**src/design/ascii_substring_matcher_unit_assert.svh**
```systemverilog
// Assertion macros for the substring matcher.
// Included by ascii_substring_matcher_unit.sv; expects clk and rst_n in scope.
`ifndef ASCII_SUBSTRING_MATCHER_UNIT_ASSERT_SVH
`define ASCII_SUBSTRING_MATCHER_UNIT_ASSERT_SVH
`ifndef SYNTH
`define ASM_ASSERT(label, prop, msg) \
    label: assert property (@(posedge clk) disable iff (!rst_n) prop) else $error(msg);
`define ASM_ASSERT_NEXT(label, ante, cons, msg) \
    label: assert property (@(posedge clk) disable iff (!rst_n) (ante) |=> (cons)) \
        else $error(msg);
`else
`define ASM_ASSERT(label, prop, msg)
`define ASM_ASSERT_NEXT(label, ante, cons, msg)
`endif
`endif

```
**src/design/assm_pkg.sv**
```systemverilog
`timescale 1ns / 1ps
// Package for the substring matcher: command codes, defaults, case folding.
// No dependencies.
package assm_pkg;

    localparam int MAX_PATTERN_DEF = 32;

    typedef enum logic [1:0] {
        CMD_PATTERN = 2'd0,
        CMD_TARGET  = 2'd1,
        CMD_END     = 2'd2
    } cmd_t;

    function automatic logic [7:0] fold_byte(input logic [7:0] b, input logic fold_en);
        logic [7:0] r;
        r = b;
        if (fold_en && (b inside {[8'h41:8'h5A]}))
        begin
            r = b + 8'h20;
        end
        return r;
    endfunction

endpackage

```
**src/design/ascii_substring_matcher_unit.sv**
```systemverilog
`timescale 1ns / 1ps
// Top level of the substring matcher: pattern memory, shift-and match vector.
// Depends on assm_pkg and ascii_substring_matcher_unit_assert.svh.
//
//  channel | direction | tdata               | tuser
//  s_*     | in        | [7:0] data          | [1:0] command, [2] first
//  m_*     | out       | [0] found, [1] pattern_overflow | -
//  cfg_*   | in        | [0] case_insensitive (write only)
//
// One request per cycle sustained while s_tready stays high; each request
// passes through the registered stage behind the pattern memory read.
// A pattern write still in flight is forwarded into the next read.
// Reset clears lengths, flags and the match vector; the pattern memory holds
// no reset value. s_tready drops only while an end-of-target request waits
// on a full result register.
module ascii_substring_matcher_unit #(
    parameter int MAX_PATTERN = assm_pkg::MAX_PATTERN_DEF
) (
    input  logic       clk,
    input  logic       rst_n,
    input  logic       s_tvalid,
    output logic       s_tready,
    input  logic [7:0] s_tdata,   // [7:0] data
    input  logic [2:0] s_tuser,   // [1:0] command, [2] first
    output logic       m_tvalid,
    input  logic       m_tready,
    output logic [7:0] m_tdata,   // [0] found, [1] pattern_overflow, [7:2] zero
    input  logic       cfg_we,
    input  logic       cfg_wdata  // [0] case_insensitive
);

    localparam int LEN_W = $clog2(MAX_PATTERN + 1);
    localparam int IDX_W = (MAX_PATTERN > 1) ? $clog2(MAX_PATTERN) : 1;

    logic [7:0] pat_mem [MAX_PATTERN];
    logic [7:0] pat_rd_reg [MAX_PATTERN];

    logic                   ci_reg;
    logic                   s1_valid_reg;
    assm_pkg::cmd_t         s1_cmd_reg;
    logic [7:0]             s1_data_reg;
    logic                   s1_first_reg;

    logic [LEN_W-1:0]       len_reg, len_next;
    logic [MAX_PATTERN-1:0] mv_reg, mv_next;
    logic                   found_reg, found_next;
    logic                   ovf_reg, ovf_next;
    logic                   out_valid_reg;
    logic                   out_found_reg;
    logic                   out_ovf_reg;

    logic                   s1_adv;
    logic                   in_acc;
    logic                   wr_en;
    logic [IDX_W-1:0]       wr_addr;
    logic [LEN_W-1:0]       base_len;
    logic [7:0]             tgt;
    logic [MAX_PATTERN-1:0] eq_vec;
    logic [MAX_PATTERN-1:0] len_mask;
    logic [MAX_PATTERN-1:0] top_mask;
    logic [MAX_PATTERN-1:0] shifted;
    logic                   emit;

    assign s1_adv   = s1_valid_reg &&
                      ((s1_cmd_reg != assm_pkg::CMD_END) || !out_valid_reg || m_tready);
    assign s_tready = !s1_valid_reg || s1_adv;
    assign in_acc   = s_tvalid && s_tready;
    assign emit     = s1_adv && (s1_cmd_reg == assm_pkg::CMD_END);

    assign m_tvalid = out_valid_reg;
    assign m_tdata  = {6'd0, out_ovf_reg, out_found_reg};

    assign base_len = s1_first_reg ? '0 : len_reg;
    assign wr_en    = s1_adv && (s1_cmd_reg == assm_pkg::CMD_PATTERN) &&
                      (base_len < LEN_W'(MAX_PATTERN));
    assign wr_addr  = base_len[IDX_W-1:0];
    assign tgt      = assm_pkg::fold_byte(s1_data_reg, ci_reg);
    assign shifted  = MAX_PATTERN'({mv_reg, 1'b1}) & eq_vec & len_mask;

    always_comb
    begin
        for (int i = 0; i < MAX_PATTERN; i++)
        begin
            len_mask[i] = (LEN_W'(i) < len_reg);
            top_mask[i] = (len_reg == LEN_W'(i + 1));
            eq_vec[i]   = (assm_pkg::fold_byte(pat_rd_reg[i], ci_reg) == tgt);
        end
    end

    always_comb
    begin
        len_next   = len_reg;
        mv_next    = mv_reg;
        found_next = found_reg;
        ovf_next   = ovf_reg;
        if (s1_adv)
        begin
            case (s1_cmd_reg)
                assm_pkg::CMD_PATTERN:
                begin
                    mv_next    = '0;
                    found_next = 1'b0;
                    if (s1_first_reg)
                    begin
                        ovf_next = 1'b0;
                    end
                    if (base_len < LEN_W'(MAX_PATTERN))
                    begin
                        len_next = base_len + LEN_W'(1);
                    end
                    else
                    begin
                        len_next = base_len;
                        ovf_next = 1'b1;
                    end
                end
                assm_pkg::CMD_TARGET:
                begin
                    if (len_reg != '0)
                    begin
                        mv_next = shifted;
                        if ((shifted & top_mask) != '0)
                        begin
                            found_next = 1'b1;
                        end
                    end
                end
                assm_pkg::CMD_END:
                begin
                    mv_next    = '0;
                    found_next = 1'b0;
                end
                default:
                begin
                end
            endcase
        end
    end

    always_ff @(posedge clk)
    begin
        if (wr_en)
        begin
            pat_mem[wr_addr] <= s1_data_reg;
        end
        if (in_acc)
        begin
            for (int i = 0; i < MAX_PATTERN; i++)
            begin
                pat_rd_reg[i] <= (wr_en && (wr_addr == IDX_W'(i))) ? s1_data_reg : pat_mem[i];
            end
            s1_cmd_reg   <= assm_pkg::cmd_t'(s_tuser[1:0]);
            s1_data_reg  <= s_tdata;
            s1_first_reg <= s_tuser[2];
        end
        if (emit)
        begin
            out_found_reg <= (len_reg == '0) || found_reg;
            out_ovf_reg   <= ovf_reg;
        end
    end

    always_ff @(posedge clk or negedge rst_n)
    begin
        if (!rst_n)
        begin
            ci_reg        <= 1'b0;
            s1_valid_reg  <= 1'b0;
            len_reg       <= '0;
            mv_reg        <= '0;
            found_reg     <= 1'b0;
            ovf_reg       <= 1'b0;
            out_valid_reg <= 1'b0;
        end
        else
        begin
            if (cfg_we)
            begin
                ci_reg <= cfg_wdata;
            end
            if (in_acc)
            begin
                s1_valid_reg <= 1'b1;
            end
            else if (s1_adv)
            begin
                s1_valid_reg <= 1'b0;
            end
            len_reg   <= len_next;
            mv_reg    <= mv_next;
            found_reg <= found_next;
            ovf_reg   <= ovf_next;
            if (emit)
            begin
                out_valid_reg <= 1'b1;
            end
            else if (m_tready)
            begin
                out_valid_reg <= 1'b0;
            end
        end
    end

`include "ascii_substring_matcher_unit_assert.svh"

    `ASM_ASSERT(a_len_bound, (len_reg <= LEN_W'(MAX_PATTERN)), "pattern length over capacity")
    `ASM_ASSERT(a_mv_in_len, ((mv_reg & ~len_mask) == '0),
        "match bit beyond pattern length")
    `ASM_ASSERT(a_stall_cause,
        (s_tready || (s1_cmd_reg == assm_pkg::CMD_END && out_valid_reg && !m_tready)),
        "stall without full result")
    `ASM_ASSERT_NEXT(a_pat_clears, (s1_adv && s1_cmd_reg == assm_pkg::CMD_PATTERN),
        (mv_reg == '0 && !found_reg), "pattern request left match state")

endmodule

```
**config.mk**
```make
export PLATFORM = sky130hd
export DESIGN_NAME = ascii_substring_matcher_unit
export DESIGN_NICKNAME = d
export VERILOG_FILES = /design/src/design/assm_pkg.sv /design/src/design/ascii_substring_matcher_unit.sv
export VERILOG_INCLUDE_DIRS = /design/src /design/src/design
export SDC_FILE = /design/constraint.sdc
export NUM_CORES = 1
export LEC_CHECK = 0
export ABC_AREA = 1
export BUFFER_PORTS_ARGS = -buffer_cell sky130_fd_sc_hd__buf_2
export CAP_MARGIN = 20
export CORE_ASPECT_RATIO = 0.75
export CORE_UTILIZATION = 55
export CTS_CLUSTER_SIZE = 25
export DETAILED_ROUTE_END_ITERATION = 8
export PLACE_DENSITY = 0.71
export SLEW_MARGIN = 25
export SYNTH_ARGS = -nofsm -noshare
export SYNTH_HDL_FRONTEND = slang
export SYNTH_SLANG_ARGS = --single-unit
```
**constraint.sdc**
```tcl
create_clock -name clk -period 7.1 [get_ports clk]
set_input_delay 0.71 -clock clk [delete_from_list [all_inputs] [get_ports clk]]
set_output_delay 0.71 -clock clk [all_outputs]
set_load 0.01 [all_outputs]
```
Word level (Yosys, flattened, before mapping) --
Memory sizes are Yosys's and may differ from the RTL's. Cells that the tools add are included.
Operators by class: add/subtract/negate cells 34, order comparisons 99, equal/unequal tests 101, mux-type cells 82, bitwise gates (word level) 3, reduce and logical (&&, ||, !) cells 122
Operator list (count):
- $mux 8 | 65
- $add 8x6->8 const B | 33
- $ge 8x7->1 const B | 33
- $le 8x7->1 const B | 33
- $eq 8x8->1 | 32
- $logic_and 1x1->1 | 103
- $and 32x32->32 | 3
- $eq 6x5->1 const B | 16
- $lt 5x6->1 const A | 16
- $eq 5x5->1 const B | 16
- $pmux 31 s2 | 1
- $eq 6x4->1 const B | 8
- $lt 4x6->1 const A | 8
- $eq 5x4->1 const B | 8
- $reduce_bool 32->1 | 1
- $mux 31 | 1
- $eq 6x3->1 const B | 4
- $lt 3x6->1 const A | 4
- $eq 5x3->1 const B | 4
- $eq 6x2->1 const B | 2
- $lt 1x6->1 const A | 2
- $lt 2x6->1 const A | 2
- $mux 1 | 12
- $mux 6 | 2
- 21 further kinds | 32
Word-level totals: flip-flop bits (word level) 55, bits in writable memories 512, input bits 17, output and inout bits 10, word-level logic and storage cells 455, memories kept 2
Memory list:
- pat_mem | depth 32, bits a word 8, read ports 32, clocked after Yosys merged registers in 0, wr ports 1, line ascii_substring_matcher_unit.sv:35 | logic [7:0] pat_mem [MAX_PATTERN];
- pat_rd_reg | depth 32, bits a word 8, read ports 32, clocked after Yosys merged registers in 0, wr ports 32, line ascii_substring_matcher_unit.sv:36 | logic [7:0] pat_rd_reg [MAX_PATTERN];

Depth between registers and ports, before layout --
Gate-level depths: netlist of the first run. An unclocked memory read counts as a cell.
depth in word-level cells 13, mapped depth 20, gate-level depth less buffers 19

Worst setup path after synthesis of the first run --
Ideal clock, no wire load.
path kind input to register, start in m_tready, end mem pat_rd_reg[0][0], enable pin, setup time 0.618 ns, arrival time 6.170 ns, data required time 6.482 ns, setup slack 0.311 ns, cell stages on the path 4, path buffers 0, cells stage by stage nor4_1 -> nand2_1 -> nand2_1 -> inv_1
RTL lines:
- start, declared | line ascii_substring_matcher_unit.sv:26 | input logic m_tready,
- end, declared | line ascii_substring_matcher_unit.sv:36

Worst setup path after layout of the first run --
start reg s1_data_reg[7], end reg found_reg
Between the ends: cells in the longest elaborated chain, start to end 11, elaborated cells on any way between the ends 44, those cells by class add/sub: 1; order compare: 2; eq/ne: 33; mux: 1; bitwise: 3; reduce/logical: 4
Ends and longest elaborated chain:
- start, declared | line ascii_substring_matcher_unit.sv:41 | logic [7:0] s1_data_reg;
- start signal, assigned | line ascii_substring_matcher_unit.sv:153 | s1_data_reg <= s_tdata;
- $ge 8x7->1 / $le 8x7->1 (equally long branches) | line assm_pkg.sv:17 | if (fold_en && (b inside {[8'h41:8'h5A]}))
- $logic_and 1x1->1 (2 in series) | line assm_pkg.sv:17
- $mux 8 * | line assm_pkg.sv:17
- $eq 8x8->1 | line ascii_substring_matcher_unit.sv:86 | eq_vec[i] = (assm_pkg::fold_byte(pat_rd_reg[i], ci_reg) == tgt);
- $and 32x32->32 * (2 in series) | line ascii_substring_matcher_unit.sv:78 | assign shifted = MAX_PATTERN'({mv_reg, 1'b1}) & eq_vec & len_mask;
- $and 32x32->32 * | line ascii_substring_matcher_unit.sv:122 | if ((shifted & top_mask) != '0)
- $reduce_bool 32->1 * | line ascii_substring_matcher_unit.sv:122
- $ne 2x2->1 (no line) *
- $reduce_and 4->1 (no line) *
- end signal, assigned | line ascii_substring_matcher_unit.sv:191 | found_reg <= found_next;
- end, declared | line ascii_substring_matcher_unit.sv:46 | logic found_reg, found_next;
Every way passes the cells marked *; elsewhere a longest branch is shown, timed or not. A chain may end at the register's enable or synchronous reset.

==> flow_summary.ini, run 1 <==
[clock_network]
cts.sinks = 567
clk_pin_slew_ps = 70
cts_max_level = 2
numCtsBuffers = 55
cts_setup_buffers = 0
clockBufferDepth = 3
cts-resized-gates = 0
cts_root_buf = clkbuf_16
cts_tree = built
insertion_delay_ps = 640
cts_hold_buf = 0

[floorplan]
die_w_um = 267
ios = 27
num_rows = 72
core_mm2 = 0.0517
die-area_mm2 = 0.0535
start_util_pct = 55.9
die_height_um = 201

[global_routing]
grt_pass1_vias = 21378
grt_usage_pct = 30.2
antenna_found_initial = 1
grt.overflow.total = 0
grt_max_degree = 110
grt_pass1_wl_um = 122000

[final_layout]
fin_cells = 3986
final_util_pct = 60.7
multi_input_area_mm2 = 0.0101
syn2layout_area_growth_pct = 8.68
layout-drive-gt1-share_pct = 5.15
seq_area_mm2 = 0.0168
num-nets-final = 3294
fillers = 4308
diodes = 0

[outcome]
status = finished, final reports clean

[synthesis]
seq_area_frac_synth_pct = 58.2
synth_cell_types = 44
syn_area_mm2 = 0.0289
yosysTopAreaCell = edfxtp_1
ys_ff_latch = 567
synthFlopType = edfxtp_1
synth_area_per_cell_um2 = 8.90
syn_inst = 3248
yosys_warnings = 0
netlist.area_leader.share_pct = 54.6
synthArstFlopShare_pct = 7.41
synthTopCellsByArea = edfxtp_1, nand2_1, nor2_1
synth-edff-count = 525

[power_and_ir_drop]
leakagePower_nw = 13.4
total_power_w = 0.00749
power_density_mw_per_mm2 = 239
max-vdd-ir-drop_v = 0.000205

[timing]
fin_setup_tns_ps = 0
slew_viol_final = 0
finalSetupViolCount = 0
rsz0062_at_grt = false
tightestPinTransition_ps = 1160
maxSlewHeadroom_pct = 21.8
fin_skew_ps = 33.8
hold_viol = 0
min_period_ps = 4180
fin_crit_sh_pct = 58.9
fmax_ghz = 0.239

[drt]
ant_nets = 0
dr.pass1.iters = 6
drt-vias-per-instance = 5.79
drc_errors = 0
vias = 23073
routedWlPerCell_um = 20.4
wl_um = 81200
first_iter_violations = 3277

[critical_path]
crit_path_max_fanout = 35
required_ps = 7630
crit_path_end_kind = register
critPathLaunchType = register
critPathArrivalTime_ps = 4710
criticalPathCategory = register to register

[placement]
gp_congestion = 0.959
place_hpwl_um = 50900
io_buffers = 20
dp.cells = 3884

[run]
drv_cap = 0

[min_path]
hold_path.class = input port to async pin
## stage by stage
step | hold WS, ps | instance area (µm²) | setup WS, ps
after detailed placement | 488 | 29600 | 3050
final | 209 | 31400 | 2920
after CTS | 199 | 31400 | 3060
after global routing | 233 | 31400 | 2850
after floorplan | 414 | 28900 | 311
after global placement | 502 | 29600 | 3170
## routing by layer
metal | track usage [%] | part of all wire, % | vias to the layer above
met4 | 11.1 | 3.3 | 0
met1 | 44.0 | 42 | 10857
li1 | - | - | 10697
met5 | 0 | 0 | -
met2 | 44.9 | 43 | 1300
met3 | 6.19 | 11 | 219
## cells in the mapped netlist, drive strengths merged, types with 2 or more instances
cell type and number:
a21oi 55, dfrtp 42, nor3 48, nor4 2, nand3b 3, xnor2 26
nand2 974, o211ai 9, xor2 48, inv 371, clkbuf 74, ha 39
o22ai 38, or2 4, nand3 175, buf 54, nor2 400, nand4 66
edfxtp 525, o21ai 285, nor3b 2
## cells by family (layout without fill, tap and decap cells)
logic type	after synthesis	count (layout)	synth area share (%)
AOI/OAI and AO/OA	391	391	7.06
xor gates and xnor gates	74	74	2.32
adders and majority gates	39	39	1.69
buffers and inverters	500	530	6.98
DFF	567	567	58.2
muxes	2	2	0.0736
other	1	6	0.0130
and+or+nand+nor	1674	1674	23.7
## cell type report
cell class,count,share of cell area (%)
Sequential cell,567,53.5
Multi-Input combinational cell,2186,32.1
Clock buffer,63,4.55
Inverter,372,4.48
Tap cell,703,2.80
Clock inverter,39,1.29
Timing Repair Buffer,56,1.20
## cells in the final DEF (no fill, tap or decap), drive strengths merged, types with 3 or more instances in the layout
cell type  instances
nand2            974
edfxtp           525
nor2             400
inv              373
o21ai            285
nand3            175
nand4             66
clkbuf            63
buf               56
a21oi             55
xor2              48
nor3              48
dfrtp             42
ha                39
o22ai             38
clkinv            28
xnor2             26
o211ai             9
bufinv             8
conb               6
or2                4
nand3b             3
## final timing paths
path | startpoint | to | slack, ps | depth (start not counted)
worst max-delay path | s1_data_reg[7]$_DFFE_PP_ | found_reg$_DFFE_PN0P_ | 2920 | 19
worst min-delay path | rst_n | s1_valid_reg$_DFFE_PN0P_ | 210 | 2
worst max register to register | s1_data_reg[7]$_DFFE_PP_ | found_reg$_DFFE_PN0P_ | 2920 | 19
worst min register to register | found_reg$_DFFE_PN0P_ | found_reg$_DFFE_PN0P_ | 510 | 2
max in group asynchronous | rst_n | ci_reg$_DFFE_PN0P_ | 6370 | 2
min in group clk | s_tdata[5] | s1_data_reg[5]$_DFFE_PP_ | 260 | 1
## critical path, cell delays in order, from the launching register on
cell,delay [ps]
edfxtp_1,370
buf_4,320
inv_2,780
nand2_1,140
nor2_2,220
nand3_2,90
buf_4,300
nand2_1,110
nand2_1,330
buf_4,380
nand2_1,100
nand2_1,80
nand4_1,110
nand2_1,60
nor2_1,230
nand2_1,90
nor2_1,110
nand2_1,80
nand3_1,80
nand2_1,60
## where the power goes
| part | internal (W) | switching [W] |
|---|---|---|
| logic | 0.000145 | 0.000512 |
| clock network | 0.00173 | 0.00131 |
| registers | 0.00372 | 0.0000680 |
| total | 0.00560 | 0.00189 |
(Power assumes the default switching activity.)
==> run 2, diff against run 1 <==
--- a/config.mk
+++ b/config.mk
@@ -6,14 +6,14 @@
 export SDC_FILE = /design/constraint.sdc
 export NUM_CORES = 1
 export LEC_CHECK = 0
-export ABC_AREA = 1
+export ABC_AREA = 0
 export BUFFER_PORTS_ARGS = -buffer_cell sky130_fd_sc_hd__buf_2
 export CAP_MARGIN = 20
 export CORE_ASPECT_RATIO = 0.75
 export CORE_UTILIZATION = 55
 export CTS_CLUSTER_SIZE = 25
 export DETAILED_ROUTE_END_ITERATION = 8
-export PLACE_DENSITY = 0.71
+export PLACE_DENSITY = 0.74
 export SLEW_MARGIN = 25
 export SYNTH_ARGS = -nofsm -noshare
 export SYNTH_HDL_FRONTEND = slang
==> constraint.sdc (replaced) <==
create_clock -name clk -period 3.6 [get_ports clk]
set_input_delay 0.36 -clock clk [delete_from_list [all_inputs] [get_ports clk]]
set_output_delay 0.36 -clock clk [all_outputs]
set_load 0.01 [all_outputs]
==> flow_summary.ini, run 2 <==
[critical_path]
criticalPathCategory = register to register
r2r-start = s1_data_reg[0]$_DFFE_PP_
critPathLaunchType = register
startpoint = s1_data_reg[0]$_DFFE_PP_
crit_path_max_fanout = 18
required_ps = 4100
critPathArrivalTime_ps = 4020
crit_path_end_kind = register

[timing]
fin_crit_sh_pct = 97.9
min_period_ps = 3520
maxSlewHeadroom_pct = 28.7
fmax_ghz = 0.284
tightestPinTransition_ps = 1070
fin_setup_tns_ps = 0
finalSetupViolCount = 0
setup_ws_ps = 76.9
hold_viol = 0
slew_viol_final = 0
fin_skew_ps = 29.3
rsz0062_at_grt = false

[final_layout]
seq_area_mm2 = 0.0168
final_common_cell = edfxtp_1
fillers = 3610
num-nets-final = 2258
fin_cells = 2892
layout-drive-gt1-share_pct = 20.0
diodes = 0
layout_common_cells = edfxtp_1, nand2_1, mux2_2, xnor2_1, buf_4
syn2layout_area_growth_pct = 12.1
final_util_pct = 62.9
stdcell_area_mm2 = 0.0309
multi_input_area_mm2 = 0.0100

[synthesis]
syn_inst = 2119
synth_most_common_cell = edfxtp_1
yosys_warnings = 0
syn_area_mm2 = 0.0275
synth_cell_types = 73
netlist.area_leader.share_pct = 57.3
yosysTopAreaCell = edfxtp_1
ys_ff_latch = 567
synthTopCellsByArea = edfxtp_1, mux2_2, xnor2_1
synthArstFlopShare_pct = 7.41
synth_commonest_cells = edfxtp_1, nand2_1, mux2_2, xnor2_1, inv_1
synthFlopType = edfxtp_1
seq_area_frac_synth_pct = 61.1
synth_area_per_cell_um2 = 13.0
synth-edff-count = 525

[clock_network]
clockBufferDepth = 3
cts_setup_buffers = 0
cts_tree = built
cts_max_level = 2
numCtsBuffers = 54
insertion_delay_ps = 620
cts_root_buf = clkbuf_16
cts.sinks = 567
clk_pin_slew_ps = 60

[drt]
first_iter_violations = 2051
routedWlPerCell_um = 23.7
vias = 17842
drc_errors = 0
drt-vias-per-instance = 6.17
ant_nets = 0
wl_um = 68500
dr.pass1.iters = 6

[run]
drv_cap = 0

[power_and_ir_drop]
leakagePower_nw = 10.9
max-vdd-ir-drop_v = 0.000650
power_density_mw_per_mm2 = 480

[outcome]
status = finished, final reports clean

[min_path]
hold_path.class = input port to register
hp-start = cfg_wdata

[placement]
place_ws_ps = 15.6
place_hpwl_um = 44600
io_buffers = 20
gp_congestion = 0.934
dp.cells = 2781
placed_area_mm2 = 0.0289

[floorplan]
die-area_mm2 = 0.0509
core_mm2 = 0.0490
die_w_um = 260
start_util_pct = 56.1
num_rows = 70
die_height_um = 196
ios = 27

[global_routing]
grt_pass1_vias = 17379
grt_usage_pct = 27.3
grt.overflow.total = 0
antenna_found_initial = 1
grt_max_degree = 122
grt_pass1_wl_um = 105000
run 2: cell count changes after synthesis, moves of 22 or more:
| cell | change |
|---|---|
| nor4_1 | +29 |
| nand2_1 | -723 |
| nand4_1 | -25 |
| nor2_1 | -322 |
| a31oi_1 | +31 |
| mux2_2 | +226 |
| inv_1 | -288 |
| or4_1 | +22 |
| o22ai_1 | -37 |
| nand3_1 | -129 |
| xnor2_1 | +147 |
| xor2_1 | +29 |
| o21ai_0 | -223 |
run 2: layout make-up:
| type | count | area share, % |
|---|---|---|
| clock inverters | 32 | 1.13 |
| well taps | 648 | 2.63 |
| flip-flops and latches | 567 | 54.5 |
| repair buffers | 127 | 3.56 |
| clock buffers | 66 | 4.69 |
| multi-input cells | 1371 | 32.5 |
| inverters | 81 | 1.00 |
run 2: where the power goes:
group          switching [W]  leakage, nW  internal, W
sequential          0.000141         5.50      0.00735
clock                0.00250        0.869      0.00336
combinational       0.000971         4.55     0.000498
total                0.00361         10.9       0.0112
run 2: worst max-delay path, stage by stage, from the launching register on:
cell	delay, ps
edfxtp_1	390
or4_1	590
o21a_2	270
a31o_2	260
buf_12	180
or3_1	350
a2111oi_1	400
buf_4	200
a32oi_1	50
nand4_1	130
nor4_2	60
a31oi_1	170
mux2_1	340
run 2: timing repair:
action	4_1_cts	5_1_grt
setup endpoints to repair	1	1
endpoints found under the hold margin	16	1
hold buffers	12	1
cloned	0	0
gates resized for setup	1	7
pin swaps	0	1
run 2: cells by family after synthesis:
logic type | after synthesis | synth area share (%)
xor+xnor | 247 | 7.86
simple gates | 593 | 10.5
mux | 228 | 9.33
other cells | 1 | 0.0136
buf+inv | 186 | 2.85
flops | 567 | 61.1
compound gates | 258 | 6.51
fa+ha+maj | 39 | 1.77
run 2: per-layer routing:
layer	up-vias	GRT usage, %	wire length [µm]
met5	-	0	8
met4	2	8.01	1640
met3	131	4.99	5760
met2	724	40.6	30200
met1	8936	41.1	30900
li1	8049	-	-
run 2: worst paths after layout:
kind	end	slack, ps	cells after the start
max	found_reg$_DFFE_PN0P_	80	12
min	ci_reg$_DFFE_PN0P_	60	2
max reg2reg	found_reg$_DFFE_PN0P_	80	12
min reg2reg	mv_reg[11]$_DFFE_PN0P_	470	2
max in group asynchronous	ci_reg$_DFFE_PN0P_	2620	3
min in group asynchronous	m_tvalid$_DFFE_PN0P_	130	2
run 2: metrics by stage:
step / hold slack, ps / power [W]
3_3_place_gp: 215 / 0.00900
2_1_floorplan: 64.4 / 0.00845
3_5_place_dp: 221 / 0.00904
6_report: 61.0 / 0.0148
5_1_grt: 59.7 / 0.0152
4_1_cts: 0.0134 / 0.0148
